$ cat src/sv/i2cms_pkg.sv
package i2cms_pkg;

    typedef enum logic [1:0] {
        ACT_START_WRITE = 2'd0,
        ACT_START_READ  = 2'd1,
        ACT_BYTE_DONE   = 2'd2,
        ACT_CLEAR_ERR   = 2'd3
    } action_t;

    typedef enum logic [1:0] {
        DA_NONE       = 2'd0,
        DA_WRITE      = 2'd1,
        DA_DUMMY_READ = 2'd2,
        DA_DELIVER    = 2'd3
    } data_action_t;

    localparam int ERR_NACK_BIT = 0;
    localparam int ERR_ARB_BIT  = 1;

    localparam logic [6:0] SLAVE_ADDR_RESET = 7'd8;
    localparam int         REG_SLAVE_ADDR   = 0;

    typedef struct packed {
        logic [1:0]  action;
        logic [15:0] length;
        logic        bus_busy;
        logic        ack_missing;
        logic        arb_lost;
        logic [7:0]  rx_data;
        logic [7:0]  tx_data;
    } item_t;

    typedef struct packed {
        logic        start_result;
        logic [1:0]  data_action;
        logic [7:0]  data_byte;
        logic        master_on;
        logic        repeated_start;
        logic        tx_mode;
        logic        no_ack;
        logic        channel_busy;
        logic [15:0] remaining_write;
        logic [15:0] remaining_read;
        logic [1:0]  last_error;
    } result_t;

endpackage

$ cat src/sv/i2c_master_transfer_sequencer_top.sv
// A transaction accepted into the input register moves to the result register, and so is
// presented on the result port, at the first edge at which the result register is free.
// Throughput: one transaction per cycle while the result side does not stall.
// The rate is set by the single registered step between the input and result registers.
// Reset (rst_n, asynchronous, active low) clears all transfer state, error flags and
// both valid flags; the slave address returns to 8.
module i2c_master_transfer_sequencer_top
    import i2cms_pkg::*;
(
    input  logic        clk,
    input  logic        rst_n,

    input  logic        psel,
    input  logic        penable,
    input  logic        pwrite,
    input  logic [2:0]  paddr,
    input  logic [31:0] pwdata,
    output logic [31:0] prdata,
    output logic        pready,

    input  logic        item_valid,
    output logic        item_stall,
    input  logic [1:0]  action,
    input  logic [15:0] length,
    input  logic        bus_busy,
    input  logic        ack_missing,
    input  logic        arb_lost,
    input  logic [7:0]  rx_data,
    input  logic [7:0]  tx_data,

    output logic        result_valid,
    input  logic        result_stall,
    output logic        start_result,
    output logic [1:0]  data_action,
    output logic [7:0]  data_byte,
    output logic        master_on,
    output logic        repeated_start,
    output logic        tx_mode,
    output logic        no_ack,
    output logic        channel_busy,
    output logic [15:0] remaining_write,
    output logic [15:0] remaining_read,
    output logic [1:0]  last_error
);

    // The input register holds one transaction. The step logic reads it together with the
    // transfer state and, when the result register can take a value, commits the new state
    // and loads the result in the same edge. The input register is refilled at that edge,
    // so a new transaction enters every cycle while results are being taken.
    logic       in_valid_reg, in_valid_next;
    item_t      in_item_reg;
    logic       out_valid_reg, out_valid_next;
    result_t    out_reg;
    result_t    step_result;
    logic       out_ready;
    logic       advance;
    logic       accept;
    logic [6:0] slave_address;

    i2cms_cfg u_cfg (
        .clk           (clk),
        .rst_n         (rst_n),
        .psel          (psel),
        .penable       (penable),
        .pwrite        (pwrite),
        .paddr         (paddr),
        .pwdata        (pwdata),
        .prdata        (prdata),
        .pready        (pready),
        .slave_address (slave_address)
    );

    i2cms_step u_step (
        .clk           (clk),
        .rst_n         (rst_n),
        .advance       (advance),
        .item          (in_item_reg),
        .slave_address (slave_address),
        .result        (step_result)
    );

    // The result register is free when empty or when its value is taken this cycle.
    assign out_ready  = !out_valid_reg || !result_stall;
    assign advance    = in_valid_reg && out_ready;
    assign item_stall = in_valid_reg && !out_ready;
    assign accept     = item_valid && !item_stall;

    always_comb
    begin
        in_valid_next = in_valid_reg;
        if (accept)
        begin
            in_valid_next = 1'b1;
        end
        else if (advance)
        begin
            in_valid_next = 1'b0;
        end

        out_valid_next = out_valid_reg;
        if (advance)
        begin
            out_valid_next = 1'b1;
        end
        else if (out_ready)
        begin
            out_valid_next = 1'b0;
        end
    end

    always_ff @(posedge clk or negedge rst_n)
    begin
        if (!rst_n)
        begin
            in_valid_reg  <= 1'b0;
            out_valid_reg <= 1'b0;
        end
        else
        begin
            in_valid_reg  <= in_valid_next;
            out_valid_reg <= out_valid_next;
        end
    end

    // Payload registers carry no reset; the valid flags qualify them.
    always_ff @(posedge clk)
    begin
        if (accept)
        begin
            in_item_reg.action      <= action;
            in_item_reg.length      <= length;
            in_item_reg.bus_busy    <= bus_busy;
            in_item_reg.ack_missing <= ack_missing;
            in_item_reg.arb_lost    <= arb_lost;
            in_item_reg.rx_data     <= rx_data;
            in_item_reg.tx_data     <= tx_data;
        end
        if (advance)
        begin
            out_reg <= step_result;
        end
    end

    assign result_valid    = out_valid_reg;
    assign start_result    = out_reg.start_result;
    assign data_action     = out_reg.data_action;
    assign data_byte       = out_reg.data_byte;
    assign master_on       = out_reg.master_on;
    assign repeated_start  = out_reg.repeated_start;
    assign tx_mode         = out_reg.tx_mode;
    assign no_ack          = out_reg.no_ack;
    assign channel_busy    = out_reg.channel_busy;
    assign remaining_write = out_reg.remaining_write;
    assign remaining_read  = out_reg.remaining_read;
    assign last_error      = out_reg.last_error;

endmodule

$ cat src/sv/i2cms_cfg.sv
module i2cms_cfg
    import i2cms_pkg::*;
(
    input  logic        clk,
    input  logic        rst_n,
    input  logic        psel,
    input  logic        penable,
    input  logic        pwrite,
    input  logic [2:0]  paddr,
    input  logic [31:0] pwdata,
    output logic [31:0] prdata,
    output logic        pready,
    output logic [6:0]  slave_address
);

    logic [6:0] slave_address_reg;
    logic [6:0] slave_address_next;
    logic       wr_en;
    logic       sel_addr_reg;

    // The register index is the word address, paddr[2].
    assign sel_addr_reg = (paddr[2] == 1'(REG_SLAVE_ADDR));
    assign wr_en        = psel && penable && pwrite && sel_addr_reg;
    assign pready       = 1'b1;

    always_comb
    begin
        slave_address_next = slave_address_reg;
        if (wr_en)
        begin
            slave_address_next = pwdata[6:0];
        end
    end

    always_ff @(posedge clk or negedge rst_n)
    begin
        if (!rst_n)
        begin
            slave_address_reg <= SLAVE_ADDR_RESET;
        end
        else
        begin
            slave_address_reg <= slave_address_next;
        end
    end

    assign prdata        = sel_addr_reg ? {25'd0, slave_address_reg} : 32'd0;
    assign slave_address = slave_address_reg;

endmodule

$ cat src/sv/i2cms_step.sv
module i2cms_step
    import i2cms_pkg::*;
(
    input  logic       clk,
    input  logic       rst_n,
    input  logic       advance,
    input  item_t      item,
    input  logic [6:0] slave_address,
    output result_t    result
);

    logic [15:0] write_left_reg, write_left_next;
    logic [15:0] read_left_reg,  read_left_next;
    logic        busy_reg,       busy_next;
    logic        master_reg,     master_next;
    logic        tx_mode_reg,    tx_mode_next;
    logic        nack_reg,       nack_next;
    logic [1:0]  err_reg,        err_next;

    logic        start_result;
    logic [1:0]  data_action;
    logic [7:0]  data_byte;
    logic        rstart;
    logic [15:0] rd_dec;

    always_comb
    begin
        write_left_next = write_left_reg;
        read_left_next  = read_left_reg;
        busy_next       = busy_reg;
        master_next     = master_reg;
        tx_mode_next    = tx_mode_reg;
        nack_next       = nack_reg;
        err_next        = err_reg;
        start_result    = 1'b0;
        data_action     = DA_NONE;
        data_byte       = 8'd0;
        rstart          = 1'b0;
        rd_dec          = (read_left_reg != 16'd0) ? (read_left_reg - 16'd1) : 16'd0;

        unique case (action_t'(item.action))
            ACT_START_WRITE, ACT_START_READ:
            begin
                if (item.length != 16'd0)
                begin
                    if (item.bus_busy || busy_reg || (read_left_reg != 16'd0))
                    begin
                        start_result = 1'b1;
                    end
                    else
                    begin
                        tx_mode_next = 1'b1;
                        if (item.action == ACT_START_WRITE)
                        begin
                            write_left_next = item.length;
                            busy_next       = 1'b1;
                        end
                        else
                        begin
                            read_left_next = item.length;
                        end
                        rstart      = master_reg;
                        master_next = 1'b1;
                        data_action = DA_WRITE;
                        data_byte   = {slave_address, item.action[0]};
                    end
                end
            end
            ACT_BYTE_DONE:
            begin
                if (item.arb_lost)
                begin
                    write_left_next       = 16'd0;
                    read_left_next        = 16'd0;
                    tx_mode_next          = 1'b0;
                    busy_next             = 1'b0;
                    err_next[ERR_ARB_BIT] = 1'b1;
                end
                else if (tx_mode_reg)
                begin
                    if (item.ack_missing)
                    begin
                        write_left_next        = 16'd0;
                        read_left_next         = 16'd0;
                        tx_mode_next           = 1'b0;
                        busy_next              = 1'b0;
                        master_next            = 1'b0;
                        err_next[ERR_NACK_BIT] = 1'b1;
                    end
                    else if (write_left_reg != 16'd0)
                    begin
                        write_left_next = write_left_reg - 16'd1;
                        data_action     = DA_WRITE;
                        data_byte       = item.tx_data;
                    end
                    else if (read_left_reg != 16'd0)
                    begin
                        nack_next    = (read_left_reg == 16'd1);
                        tx_mode_next = 1'b0;
                        data_action  = DA_DUMMY_READ;
                    end
                    else
                    begin
                        busy_next    = 1'b0;
                        master_next  = 1'b0;
                        tx_mode_next = 1'b0;
                    end
                end
                else
                begin
                    // Receive side: an event with nothing pending holds the count at zero.
                    read_left_next = rd_dec;
                    if (rd_dec != 16'd0)
                    begin
                        if (rd_dec == 16'd1)
                        begin
                            nack_next = 1'b1;
                        end
                    end
                    else
                    begin
                        master_next = 1'b0;
                        nack_next   = 1'b0;
                    end
                    data_action = DA_DELIVER;
                    data_byte   = item.rx_data;
                end
            end
            ACT_CLEAR_ERR:
            begin
                err_next = 2'd0;
            end
            default:
            begin
                err_next = err_reg;
            end
        endcase

        result.start_result    = start_result;
        result.data_action     = data_action;
        result.data_byte       = data_byte;
        result.master_on       = master_next;
        result.repeated_start  = rstart;
        result.tx_mode         = tx_mode_next;
        result.no_ack          = nack_next;
        result.channel_busy    = busy_next;
        result.remaining_write = write_left_next;
        result.remaining_read  = read_left_next;
        // The clear reports the flags held before it.
        result.last_error      = (item.action == ACT_CLEAR_ERR) ? err_reg : err_next;
    end

    always_ff @(posedge clk or negedge rst_n)
    begin
        if (!rst_n)
        begin
            write_left_reg <= 16'd0;
            read_left_reg  <= 16'd0;
            busy_reg       <= 1'b0;
            master_reg     <= 1'b0;
            tx_mode_reg    <= 1'b0;
            nack_reg       <= 1'b0;
            err_reg        <= 2'd0;
        end
        else if (advance)
        begin
            write_left_reg <= write_left_next;
            read_left_reg  <= read_left_next;
            busy_reg       <= busy_next;
            master_reg     <= master_next;
            tx_mode_reg    <= tx_mode_next;
            nack_reg       <= nack_next;
            err_reg        <= err_next;
        end
    end

endmodule

$ cat config.mk
export PLATFORM = sky130hd
export DESIGN_NAME = i2c_master_transfer_sequencer_top
export DESIGN_NICKNAME = d
export VERILOG_FILES = /design/src/sv/i2cms_pkg.sv /design/src/sv/i2c_master_transfer_sequencer_top.sv /design/src/sv/i2cms_cfg.sv /design/src/sv/i2cms_step.sv
export SDC_FILE = /design/constraint.sdc
export NUM_CORES = 1
export LEC_CHECK = 0
export ABC_AREA = 1
export BUFFER_PORTS_ARGS = -buffer_cell sky130_fd_sc_hd__buf_2
export CAP_MARGIN = 15
export CORE_UTILIZATION = 40
export DETAILED_ROUTE_END_ITERATION = 6
export PLACE_DENSITY = 0.7
export SYNTH_ARGS = -nofsm -noshare
export SYNTH_HDL_FRONTEND = slang
export SYNTH_SLANG_ARGS = --single-unit
$ cat constraint.sdc
create_clock -name clk -period 3.4 [get_ports clk]
set_input_delay 1.02 -clock clk [delete_from_list [all_inputs] [get_ports clk]]
set_output_delay 1.02 -clock clk [all_outputs]
set_load 0.01 [all_outputs]
# Word-level counts from Yosys, hierarchy flattened
# Cells that the tools add are included.
[op_classes] addsub=2 n_mul=0 div=0 magnitude_cmp=0 eq_ne=5 shift=0 muxes=76 n_bitwise=3 n_reduce_logical=23
[op_table] op="16-bit 2-to-1 mux" count=14
[op_table] op="16-bit case mux with 2 select lines" count=2
[op_table] op="16-bit nonzero test" count=4
[op_table] op="8-bit 2-to-1 mux" count=6
[op_table] op="1-bit 2-to-1 mux" count=40
[op_table] op="16-bit by 1-bit equality test with 1-bit output, second input constant" count=2
[op_table] op="16-bit by 1-bit subtractor with 16-bit output, second input constant" count=2
[op_table] op="8-bit case mux with 2 select lines" count=1
[op_table] op="2-bit 2-to-1 mux" count=7
[op_table] op="2-bit case mux with 2 select lines" count=2
[op_table] op="7-bit 2-to-1 mux" count=1
[op_table] op="1-bit logical AND" count=6
[op_table] op="1-bit case mux with 2 select lines" count=3
[op_table] op="2-bit equality test, second input constant" count=2
[op_table] op="1-bit zero test" count=4
[op_table] op="2-bit nonzero test" count=2
[op_table] op="1-bit logical OR" count=3
[op_table] op="1-bit inverter" count=3
[op_table] op="3-bit OR reduction" count=1
[op_table] op="2-bit by 1-bit equality test with 1-bit output, second input constant" count=1
[op_table] op="2-bit zero test" count=1
[op_table] op="2-bit AND reduction" count=1
[op_table] op="2-bit OR reduction" count=1
[word_totals] ff_bits=134 latch_bits=0 mem_bits_rw=0 rom_bits=0 out_inout_bits=85 memories=0

# Longest topological paths before layout
# Gate-level depths: netlist (run 1).
[depth] word_depth=8 ltp_mapped=18 ltp_nobuf=18

# Cells and area by module
# Synthesis (run 1) repeated with hierarchy kept, for this count alone.
[hier_totals] cells_unflattened=834 hier_area_um2=7190.6
[modules_own_cells] mod="i2cms_step" n_inst=1 cells_per_inst=659 area_each_um2=3910.0 seq_area_each_um2=950.9
[modules_own_cells] mod="i2c_master_transfer_sequencer_top" n_inst=1 cells_per_inst=99 area_each_um2=2707.6 seq_area_each_um2=2662.6
[modules_own_cells] mod="i2cms_cfg" n_inst=1 cells_per_inst=76 area_each_um2=573.0 seq_area_each_um2=176.4

# Worst setup path after synthesis (run 1)
# No wires, ideal clock.
[synth_path] kind="input-to-reg" from="in result_stall" to="reg out_reg, in the netlist channel_busy, enable pin" t_arrival_ns=3.282 slack_ns=-0.315 stages=5 path_buffers=2 path_cell_list="nand2_1 -> nand2_1 -> inv_1 -> clkbuf_1 -> buf_1"
[synth_between] elab_chain_len=3
[synth_rtl] element="from (decl)" line_no="i2c_master_transfer_sequencer_top.sv:32" text="input logic result_stall,"
[synth_rtl] element="1-bit zero test" line_no="i2c_master_transfer_sequencer_top.sv:83" text="assign out_ready = !out_valid_reg || !result_stall;"
[synth_rtl] element="1-bit logical OR" line_no="i2c_master_transfer_sequencer_top.sv:83"
[synth_rtl] element="1-bit logical AND" line_no="i2c_master_transfer_sequencer_top.sv:84" text="assign advance = in_valid_reg && out_ready;"
[synth_rtl] element="named net advance" line_no="i2c_master_transfer_sequencer_top.sv:56" text="logic advance;"
[synth_rtl] element="to (signal assigned)" line_no="i2c_master_transfer_sequencer_top.sv:140" text="out_reg <= step_result;"
[synth_rtl] element="to (decl)" line_no="i2c_master_transfer_sequencer_top.sv:53" text="result_t out_reg;"
# The timed path passes the listed nets, and every way through them passes these cells.
# A chain may end at the register's enable or synchronous reset.

==> impl_metrics.py, run 1 <==
metrics = {
    "floorplan": {
        "rows": 48,
        "dieArea_um2": 18400,
        "start_util_pct": 41.1,
        "die_width_um": 136,
        "core_area_um2": 17400,
        "die_y_um": 136,
        "io_pins": 164,
    },
    "flow_run": {
        "maxCapViolations": 0,
    },
    "sta": {
        "max_freq_mhz": 381,
        "rsz0062_at_grt": "false",
        "final_hold_viol_count": 0,
        "maxSlewViolCount": 0,
        "setup_tns_ns": 0,
        "finClkSkew_ns": 0.0111,
        "slew_headroom_pct": 49.2,
        "period_minus_slack_ns": 2.63,
        "finalSetupViolCount": 0,
        "finalCritPeriodShare_pct": 77.3,
        "worstMarginPinSlew_ns": 0.760,
    },
    "synthesis": {
        "synth_cell_types": 42,
        "ys_seq_area_share_pct": 53.1,
        "yosys_warnings": 0,
        "netlist_instances": 812,
        "netlist_area_um2": 7130,
        "syn_area_per_cell_um2": 8.78,
        "synth-seq-cells": 134,
    },
    "final_layout": {
        "drive_above_1_share_pct": 21.0,
        "diodes": 0,
        "syn_to_final_growth_pct": 18.2,
        "largest_register_ffs": 37,
        "fin_nets": 1007,
    },
    "detailed_routing": {
        "drc_errors": 0,
        "ant_nets": 0,
        "routed_wl_um": 18600,
        "wl_per_cell_um": 16.0,
        "vias_per_cell": 5.20,
        "num_vias": 6033,
        "drt-initial-drc-count": 619,
        "dr.pass1.iters": 7,
    },
    "clock_tree": {
        "clk_pin_slew_ns": 0.06,
        "cts_buffer_depth": 2,
        "cts_max_level": 4,
        "cts_root_buf": "clkbuf_16",
        "ctsResizeCount": 0,
        "cts_setup_buffers": 0,
        "cts_hold_buf": 0,
        "cts_made_buffers": 17,
        "worstSkewPairLatency_ns": 0.42,
        "cts_tree": "done",
        "clock_sinks": 134,
    },
    "worst_setup_path": {
        "endpoint_kind": "register",
        "cp-start-kind": "register",
        "rr_startpoint": "u_step.tx_mode_reg",
        "reg2reg_slack_ns": 0.77,
        "crit_type": "register to register",
        "reg2reg_depth": 6,
        "critical_path_required_ns": 3.74,
        "r2r_end": "u_step.read_left_reg[8]",
        "cp_max_fo": 17,
        "cp.arrival_ns": 2.97,
        "crit_chain": "inv_1 -> nor3_2 -> nor2_1 -> o221ai_1 -> nand2_1 -> o21ai_0",
        "cpMaxStageDelayCell": "dfrtp_1",
        "slowest_delay_ns": 0.75,
    },
    "global_route": {
        "grt_usage_pct": 21.2,
        "grt_overflow": 0,
        "grt_pass1_vias": 5490,
        "grt_max_degree": 50,
        "grt_pass1_wl_um": 29300,
        "antenna_found_initial": 0,
    },
    "place": {
        "hpwlAfterDp_um": 13100,
        "port_buffers": 110,
        "globalplace.congestion": 0.974,
    },
    "outcome": {
        "status": "finished clean",
    },
    "worst_hold_path": {
        "min_to": "u_cfg.slave_address[3]",
        "min_path_type": "register to register",
        "hold_depth": 2,
        "hold_path_startpoint": "u_cfg.slave_address[3]",
    },
    "power": {
        "power_density_nw_per_um2": 842,
        "power.static_leakage_nw": 3.78,
        "power_mw": 7.10,
        "ir_drop_mv": 0.425,
    },
}
==> cell usage after synthesis, drive strengths merged <==
master | number | area share, %
nand2 | 183 | 9.9
nor2 | 98 | 6.0
o21ai | 88 | 6.4
edfxtp | 87 | 37
inv | 80 | 4.2
nand3 | 52 | 3.7
dfrtp | 46 | 16
a21oi | 45 | 3.2
buf | 39 | 3.8
o211ai | 27 | 3.1
clkbuf | 14 | 0.74
nand4 | 8 | 0.79
nor3 | 7 | 0.72
o221ai | 7 | 0.86
xor2 | 6 | 0.74
ha | 5 | 0.88
o31ai | 5 | 0.53
o2111ai | 4 | 0.49
clkinv | 2 | 0.11
conb | 2 | 0.11
a21boi | 1 | 0.11
and3 | 1 | 0.088
dfstp | 1 | 0.37
nand3b | 1 | 0.11
o311ai | 1 | 0.12
or2 | 1 | 0.088
xnor2 | 1 | 0.12
==> logic make-up (layout without fill, tap and decap cells) <==
family / count (synthesis) / count (layout) / share of synthesized area, %
AND/OR/NAND/NOR: 351 / 351 / 21.4
other: 2 / 26 / 0.105
buffers and inverters: 135 / 235 / 8.82
AO/OA/AOI/OAI: 178 / 178 / 14.8
adder cells (fa/ha/maj): 5 / 5 / 0.877
flip-flops: 134 / 134 / 53.1
XOR/XNOR: 7 / 7 / 0.860
==> per-stage QoR <==
stage,setup WS (ns),instances,area (um2),hold WS [ns],utilization [%]
final,0.773,1161,8430,0.514,48.6
after global routing,0.599,1161,8430,0.554,48.6
after CTS,0.881,1161,8430,0.515,48.6
after detailed placement,0.891,1129,7850,0.505,45.2
after global placement,0.896,1129,7850,0.486,45.2
after floorplan,0.388,836,7230,0.465,-
==> layer usage <==
layer	GRT usage [%]	share of wire [%]
met5	0	0
met4	8.43	2.4
met3	3.93	5.8
met2	32.5	46
met1	29.6	46
==> final cells by class <==
class / count / area (um2)
repair buffers: 121 / 671
well taps: 225 / 282
inverters: 82 / 309
clock inverters: 14 / 138
clock buffers: 18 / 439
multi-input cells: 567 / 2800
flip-flops and latches: 134 / 3790
fillers: 1636 / 8930
==> worst max-delay path, delay by kind of cell, from the launching register on <==
| family | cells | cell delay (ns) |
|---|---|---|
| buffers and inverters | 1 | 0.42 |
| DFF | 1 | 0.75 |
| and+or+nand+nor | 3 | 0.87 |
| AOI/OAI and AO/OA | 2 | 0.51 |
==> how the worst max path moves through the flow <==
stage	startpoint	end	slack (ns)	cells past startpoint
detailed placement	u_step.read_left_reg[9]	u_step.read_left_reg[14]	0.89	12
global route	u_step.read_left_reg[9]	u_step.read_left_reg[13]	0.60	12
floorplan	result_stall	channel_busy	0.39	5
CTS	u_step.read_left_reg[9]	remaining_read[14]	0.88	10
global placement	u_step.read_left_reg[9]	remaining_read[14]	0.90	10
finish	u_step.tx_mode_reg	u_step.read_left_reg[8]	0.77	6
==> power breakdown <==
part / switching (mW) / internal [mW]
clock network: 0.754 / 1.04
registers: 0.284 / 2.18
logic: 1.91 / 0.931
==> cells in the final DEF (no fill, tap or decap), drive strengths merged <==
master / Yosys / routed
clkinvlp: 0 / 3
xnor2: 1 / 1
nand4: 8 / 8
ha: 5 / 5
a21boi: 1 / 1
dfrtp: 46 / 46
dfstp: 1 / 1
o311ai: 1 / 1
o211ai: 27 / 27
inv: 80 / 86
buf: 39 / 121
clkinv: 2 / 6
nor2: 98 / 98
clkbuf: 14 / 18
xor2: 6 / 6
o31ai: 5 / 5
a21oi: 45 / 45
and3: 1 / 1
conb: 2 / 26
edfxtp: 87 / 87
o2111ai: 4 / 4
nand2: 183 / 183
bufinv: 0 / 1
o221ai: 7 / 7
nand3: 52 / 52
o21ai: 88 / 88
or2: 1 / 1
nor3: 7 / 7
nand3b: 1 / 1
(Power assumes the default switching activity.)
==> run 2, diff against run 1 <==
==> constraint.sdc (replaced) <==
create_clock -name clk -period 2.7 [get_ports clk]
set_input_delay 0.81 -clock clk [delete_from_list [all_inputs] [get_ports clk]]
set_output_delay 0.81 -clock clk [all_outputs]
set_load 0.01 [all_outputs]
==> run 2 against run 1 <==
Highest routed layer unchanged. Utilization up 0.44 points. Design area up 0.91%. Cell count up 0.52%. Clock power up 31%. Maximum frequency up 6.1%. Flip-flop and latch count unchanged.
==> impl_metrics.py, run 2 (synthesis gave the netlist of run 1 again) <==
metrics = {
    "sta": {
        "finalSetupViolCount": 0,
        "setup_tns_ns": 0,
        "rsz0062_at_grt": "false",
        "finalCritPeriodShare_pct": 91.7,
        "slew_headroom_pct": 55.5,
        "maxSlewViolCount": 0,
        "final_hold_viol_count": 0,
        "period_minus_slack_ns": 2.48,
        "worstMarginPinSlew_ns": 0.668,
        "hold_slack_ns": 0.415,
        "finClkSkew_ns": 0.0108,
        "max_freq_mhz": 404,
    },
    "clock_tree": {
        "worstSkewPairLatency_ns": 0.42,
        "clock_sinks": 134,
        "cts_max_level": 4,
        "cts_tree": "done",
        "cts_made_buffers": 17,
        "cts_buffer_depth": 2,
        "cts_root_buf": "clkbuf_16",
        "clk_pin_slew_ns": 0.07,
        "cts_hold_buf": 0,
    },
    "power": {
        "power_mw": 9.16,
        "net-switching-power_mw": 3.77,
        "p_int_mw": 5.39,
        "p_seq_share_pct": 33.8,
        "ir_drop_mv": 0.586,
        "clkPwrFrac_pct": 25.7,
        "power_density_nw_per_um2": 1080,
        "power.static_leakage_nw": 3.83,
        "swShare_pct": 41.2,
        "comb_power_share_pct": 40.5,
    },
    "detailed_routing": {
        "routed_wl_um": 18700,
        "num_vias": 6086,
        "dr.pass1.iters": 5,
        "wl_per_cell_um": 16.0,
        "drc_errors": 0,
        "vias_per_cell": 5.22,
        "drt-initial-drc-count": 555,
        "ant_nets": 0,
    },
    "worst_setup_path": {
        "critical_path_required_ns": 2.80,
        "cp_max_fo": 16,
        "endpoint_kind": "register",
        "crit_type": "register to register",
        "cp.arrival_ns": 2.58,
        "cp-start-kind": "register",
    },
    "flow_run": {
        "maxCapViolations": 0,
    },
    "global_route": {
        "grt_overflow": 0,
        "grt_max_degree": 62,
        "grt_pass1_wl_um": 29200,
        "grt_pass1_vias": 5390,
        "grt_usage_pct": 21.1,
        "antenna_found_initial": 0,
    },
    "worst_hold_path": {
        "min_path_type": "input pin to asynchronous set/reset pin",
    },
    "final_layout": {
        "multi_input_area_um2": 2810,
        "diodes": 0,
        "largest_register_ffs": 37,
        "syn_to_final_growth_pct": 19.3,
        "n_fill_cell": 1628,
        "layout.cells.most_common": "nand2_1",
        "fin_nets": 1013,
        "final_cell_mix": "176 x nand2_1, 110 x buf_2, 87 x edfxtp_1",
        "drive_above_1_share_pct": 22.0,
        "seq_area_um2": 3790,
    },
    "place": {
        "port_buffers": 110,
        "globalplace.congestion": 0.976,
        "hpwlAfterDp_um": 13300,
    },
    "floorplan": {
        "io_pins": 164,
        "dieArea_um2": 18400,
        "start_util_pct": 41.1,
        "core_area_um2": 17400,
        "rows": 48,
        "die_width_um": 136,
        "die_y_um": 136,
    },
    "outcome": {
        "status": "finished clean",
    },
}
-- run 2: cell types whose count changed in the layout (fill, tap and decap cells not counted) --
cell        previous run  this run
inv_6                  6         7
nor2_1                83        80
clkinvlp_4             3         1
clkbuf_1               0         1
nor2_2                11        14
buf_4                  8        14
inv_2                  8         9
bufinv_16              1         2
clkinv_1               3         2
inv_1                 71        70
-- run 2: final timing paths --
| check | start | to | slack (ns) | cells past startpoint |
|---|---|---|---|---|
| setup / recovery | u_step.read_left_reg[1] | channel_busy | 0.22 | 11 |
| max in group asynchronous | rst_n | u_step.write_left_reg[4] | 1.69 | 2 |
| hold / removal | rst_n | u_cfg.slave_address[2] | 0.41 | 1 |
| min in group clk | u_step.nack_reg | u_step.nack_reg | 0.50 | 2 |
| setup reg to reg | u_step.read_left_reg[1] | channel_busy | 0.22 | 11 |
| hold reg to reg | u_step.nack_reg | u_step.nack_reg | 0.50 | 2 |
-- run 2: worst max-delay path, stage by stage (launching register included) --
cell and delay (ns):
dfrtp_1 0.37, inv_1 0.18, ha_1 0.22, nand2_1 0.10, nor2_2 0.16, nand2_4 0.17
nor3_4 0.19, nand2_2 0.09, inv_2 0.08, nand2_1 0.13, inv_1 0.19, o21ai_0 0.26
-- run 2: layout make-up --
cell class | instances | area share [%]
well taps | 225 | 3.31
clock buffers | 19 | 5.21
flip-flops and latches | 134 | 44.6
inverters | 82 | 3.63
repair buffers | 127 | 8.41
multi-input cells | 567 | 33.0
clock inverters | 13 | 1.85
-- run 2: per-layer routing --
metal | track usage, % | part of all wire (%) | vias to the layer above
met2 | 32.1 | 46 | 261
li1 | - | - | 2954
met4 | 7.87 | 2.4 | 0
met5 | 0 | 0 | -
met1 | 29.3 | 45 | 2837
met3 | 5.01 | 7.2 | 34
-- run 2: metrics by stage --
step | utilization (%) | cell area [um2] | worst slack [ns] | instances
2_1_floorplan | - | 7220 | 0.0665 | 836
3_3_place_gp | 45.5 | 7900 | 0.252 | 1135
3_5_place_dp | 45.5 | 7900 | 0.239 | 1135
4_1_cts | 49.0 | 8500 | 0.218 | 1167
5_1_grt | 49.0 | 8510 | 0.0325 | 1167
6_report | 49.0 | 8510 | 0.224 | 1167
-- run 2: timing repair --
item,CTS,global route
buffers inserted,0,0
endpoints found under the setup margin,0,3
resized for setup,0,4
-- run 2: power groups by stage --
stage / clock network (mW) / logic (mW) / registers (mW)
2_1_floorplan: 0 / 2.54 / 3.13
3_3_place_gp: 0 / 3.58 / 3.11
3_5_place_dp: 0 / 3.61 / 3.12
5_1_grt: 2.47 / 4.12 / 3.15
6_report: 2.35 / 3.71 / 3.10
4_1_cts: 2.40 / 3.63 / 3.09
==> run 3, diff against run 2 <==
--- a/config.mk
+++ b/config.mk
@@ -10,7 +10,7 @@
 export CAP_MARGIN = 15
 export CORE_UTILIZATION = 40
 export DETAILED_ROUTE_END_ITERATION = 6
-export PLACE_DENSITY = 0.7
+export PLACE_DENSITY = 0.73
 export SYNTH_ARGS = -nofsm -noshare
 export SYNTH_HDL_FRONTEND = slang
 export SYNTH_SLANG_ARGS = --single-unit
==> constraint.sdc (replaced) <==
create_clock -name clk -period 2.05 [get_ports clk]
set_input_delay 0.615 -clock clk [delete_from_list [all_inputs] [get_ports clk]]
set_output_delay 0.615 -clock clk [all_outputs]
set_load 0.01 [all_outputs]
==> run 3 against run 2 <==
The flow now finishes with violations (setup timing). Via count grew 12%. Combinational power grew 110%. Clock power grew 25%. Utilization grew 9.3 points. First-iteration DRC count grew 2.7%. Cell count grew 11%. Sequential power grew 28%. Non-clock buffer count grew 123. Critical path depth grew 2. Global-route usage grew 2.5 points. Maximum frequency grew 11%. Critical path type unchanged. Critical endpoint is now master_on.
==> impl_metrics.py, run 3 (synthesis gave the netlist of run 1 again) <==
metrics = {
    "outcome": {
        "status": "complete, but fails checks",
        "failed_checks": "setup timing",
    },
    "sta": {
        "maxSlewViolCount": 0,
        "finalCritPeriodShare_pct": 109,
        "finClkSkew_ns": 0.00978,
        "slew_headroom_pct": 62.3,
        "setup_tns_ns": -5.89,
        "finalSetupViolCount": 68,
        "max_freq_mhz": 448,
        "fin_ws_ns": -0.182,
        "final_hold_viol_count": 0,
        "period_minus_slack_ns": 2.23,
        "rsz0062_at_grt": "true",
        "worstMarginPinSlew_ns": 0.565,
    },
    "floorplan": {
        "dieArea_um2": 18400,
        "io_pins": 164,
        "start_util_pct": 41.1,
        "core_area_um2": 17400,
        "die_width_um": 136,
        "rows": 48,
        "die_y_um": 136,
    },
    "global_route": {
        "grt_pass1_wl_um": 32100,
        "antenna_found_initial": 0,
        "grt_overflow": 0,
        "grt_max_degree": 70,
        "grt_pass1_vias": 5997,
        "grt_usage_pct": 23.7,
    },
    "worst_setup_path": {
        "cp-start-kind": "register",
        "slowest_delay_ns": 0.39,
        "critical_path_required_ns": 2.22,
        "crit_chain": "inv_2 -> ha_2 -> nand2_1 -> nor2_2 -> nor2_1 -> o21ai_4 -> nand4_1 -> nor2_2 -> nand3_1 -> nand2_1 -> nand2_1 -> nand2_1 -> nand3_2",
        "cp.arrival_ns": 2.40,
        "crit_buf_inv": 1,
        "endpoint_kind": "register",
        "cpMaxStageDelayCell": "dfrtp_1",
        "crit_top_cell": "nand2_1",
        "cp_max_fo": 4,
        "crit_type": "register to register",
        "cp_top_family": "simple AND/OR/NAND/NOR gates",
    },
    "detailed_routing": {
        "drt-initial-drc-count": 570,
        "wl_per_cell_um": 17.1,
        "drc_errors": 0,
        "routed_wl_um": 22100,
        "dr.pass1.iters": 5,
        "vias_per_cell": 5.25,
        "ant_nets": 0,
        "num_vias": 6792,
    },
    "final_layout": {
        "syn_to_final_growth_pct": 41.8,
        "diodes": 0,
        "fin_nets": 1139,
        "layout.cells.most_common": "nand2_1",
        "final_cell_mix": "164 x nand2_1, 124 x buf_4, 110 x buf_2",
        "multi_input_area_um2": 3390,
        "drive_above_1_share_pct": 39.9,
        "n_fill_cell": 1433,
        "seq_area_um2": 3790,
        "largest_register_ffs": 37,
    },
    "clock_tree": {
        "cts_hold_buf": 0,
        "cts_buffer_depth": 2,
        "clock_sinks": 134,
        "clk_pin_slew_ns": 0.06,
        "cts_max_level": 4,
        "cts_root_buf": "clkbuf_16",
        "cts_made_buffers": 17,
        "cts_tree": "done",
        "worstSkewPairLatency_ns": 0.43,
    },
    "place": {
        "port_buffers": 110,
        "hpwlAfterDp_um": 14400,
        "place_ws_ns": -0.261,
        "globalplace.congestion": 0.937,
    },
    "power": {
        "power_density_nw_per_um2": 1460,
        "ir_drop_mv": 0.874,
        "power.static_leakage_nw": 4.61,
    },
    "worst_hold_path": {
        "min_path_type": "input pin to asynchronous set/reset pin",
    },
    "flow_run": {
        "maxCapViolations": 0,
    },
}
run 3: what timing repair did:
action | in CTS | in global routing
endpoints found under the setup margin | 49 | 73
hold endpoints to repair | 0 | 0
resized for setup | 67 | 117
pin swaps | 19 | 50
setup buffers | 9 | 16
cloned | 2 | 2
run 3: worst paths after layout:
kind	depth (start not counted)	slack, ns	end	from
min in group clk	1	0.36	in_item_reg[33]	length[14]
worst min-delay path	2	0.19	u_step.read_left_reg[5]	rst_n
max in group asynchronous	2	1.56	u_cfg.slave_address[3]	rst_n
worst min register to register	2	0.52	result_valid	in_valid_reg
worst max-delay path	13	-0.18	master_on	u_step.read_left_reg[1]
worst max register to register	13	-0.18	master_on	u_step.read_left_reg[1]
run 3: final cells by class:
class | count | share of cell area (%)
sequential | 134 | 37.5
multi-input combinational | 569 | 33.5
timing repair buffer | 250 | 17.3
clock buffer | 19 | 4.38
inverter | 82 | 3.15
tap | 225 | 2.78
clock inverter | 13 | 1.22
timing repair inverter | 1 | 0.111
run 3: worst register-to-register path, delay by kind of cell, from the launching register on:
kind	cells	cell delay [ns]
and+or+nand+nor	10	1.07
DFF	1	0.39
adders and majority gates	1	0.25
AOI/OAI and AO/OA	1	0.14
buffers and inverters	1	0.12
run 3: routing by layer:
metal	share of wire, %	vias to the layer above	routed length (um)	GRT usage [%]
met3	8.5	61	1870	5.31
met4	3.8	0	841	10.8
met2	47	371	10300	36.8
met1	41	3148	9010	31.4
li1	-	3212	-	-
met5	0	-	0	0
run 3: through the flow:
stage	hold WS, ns	total power, mW	instances	utilization [%]	instance area [um2]
detailed placement	0.501	10.1	1235	50.0	8670
finish	0.190	14.7	1293	58.3	10100
floorplan	0.319	7.48	836	-	7230
global route	0.209	15.5	1293	58.3	10100
CTS	0.189	13.6	1277	55.1	9560
global placement	0.486	10.1	1235	50.0	8670
run 3: where the power goes:
group,switching [mW],internal [mW]
combinational,4.46,3.35
clock,1.23,1.72
sequential,0.368,3.61
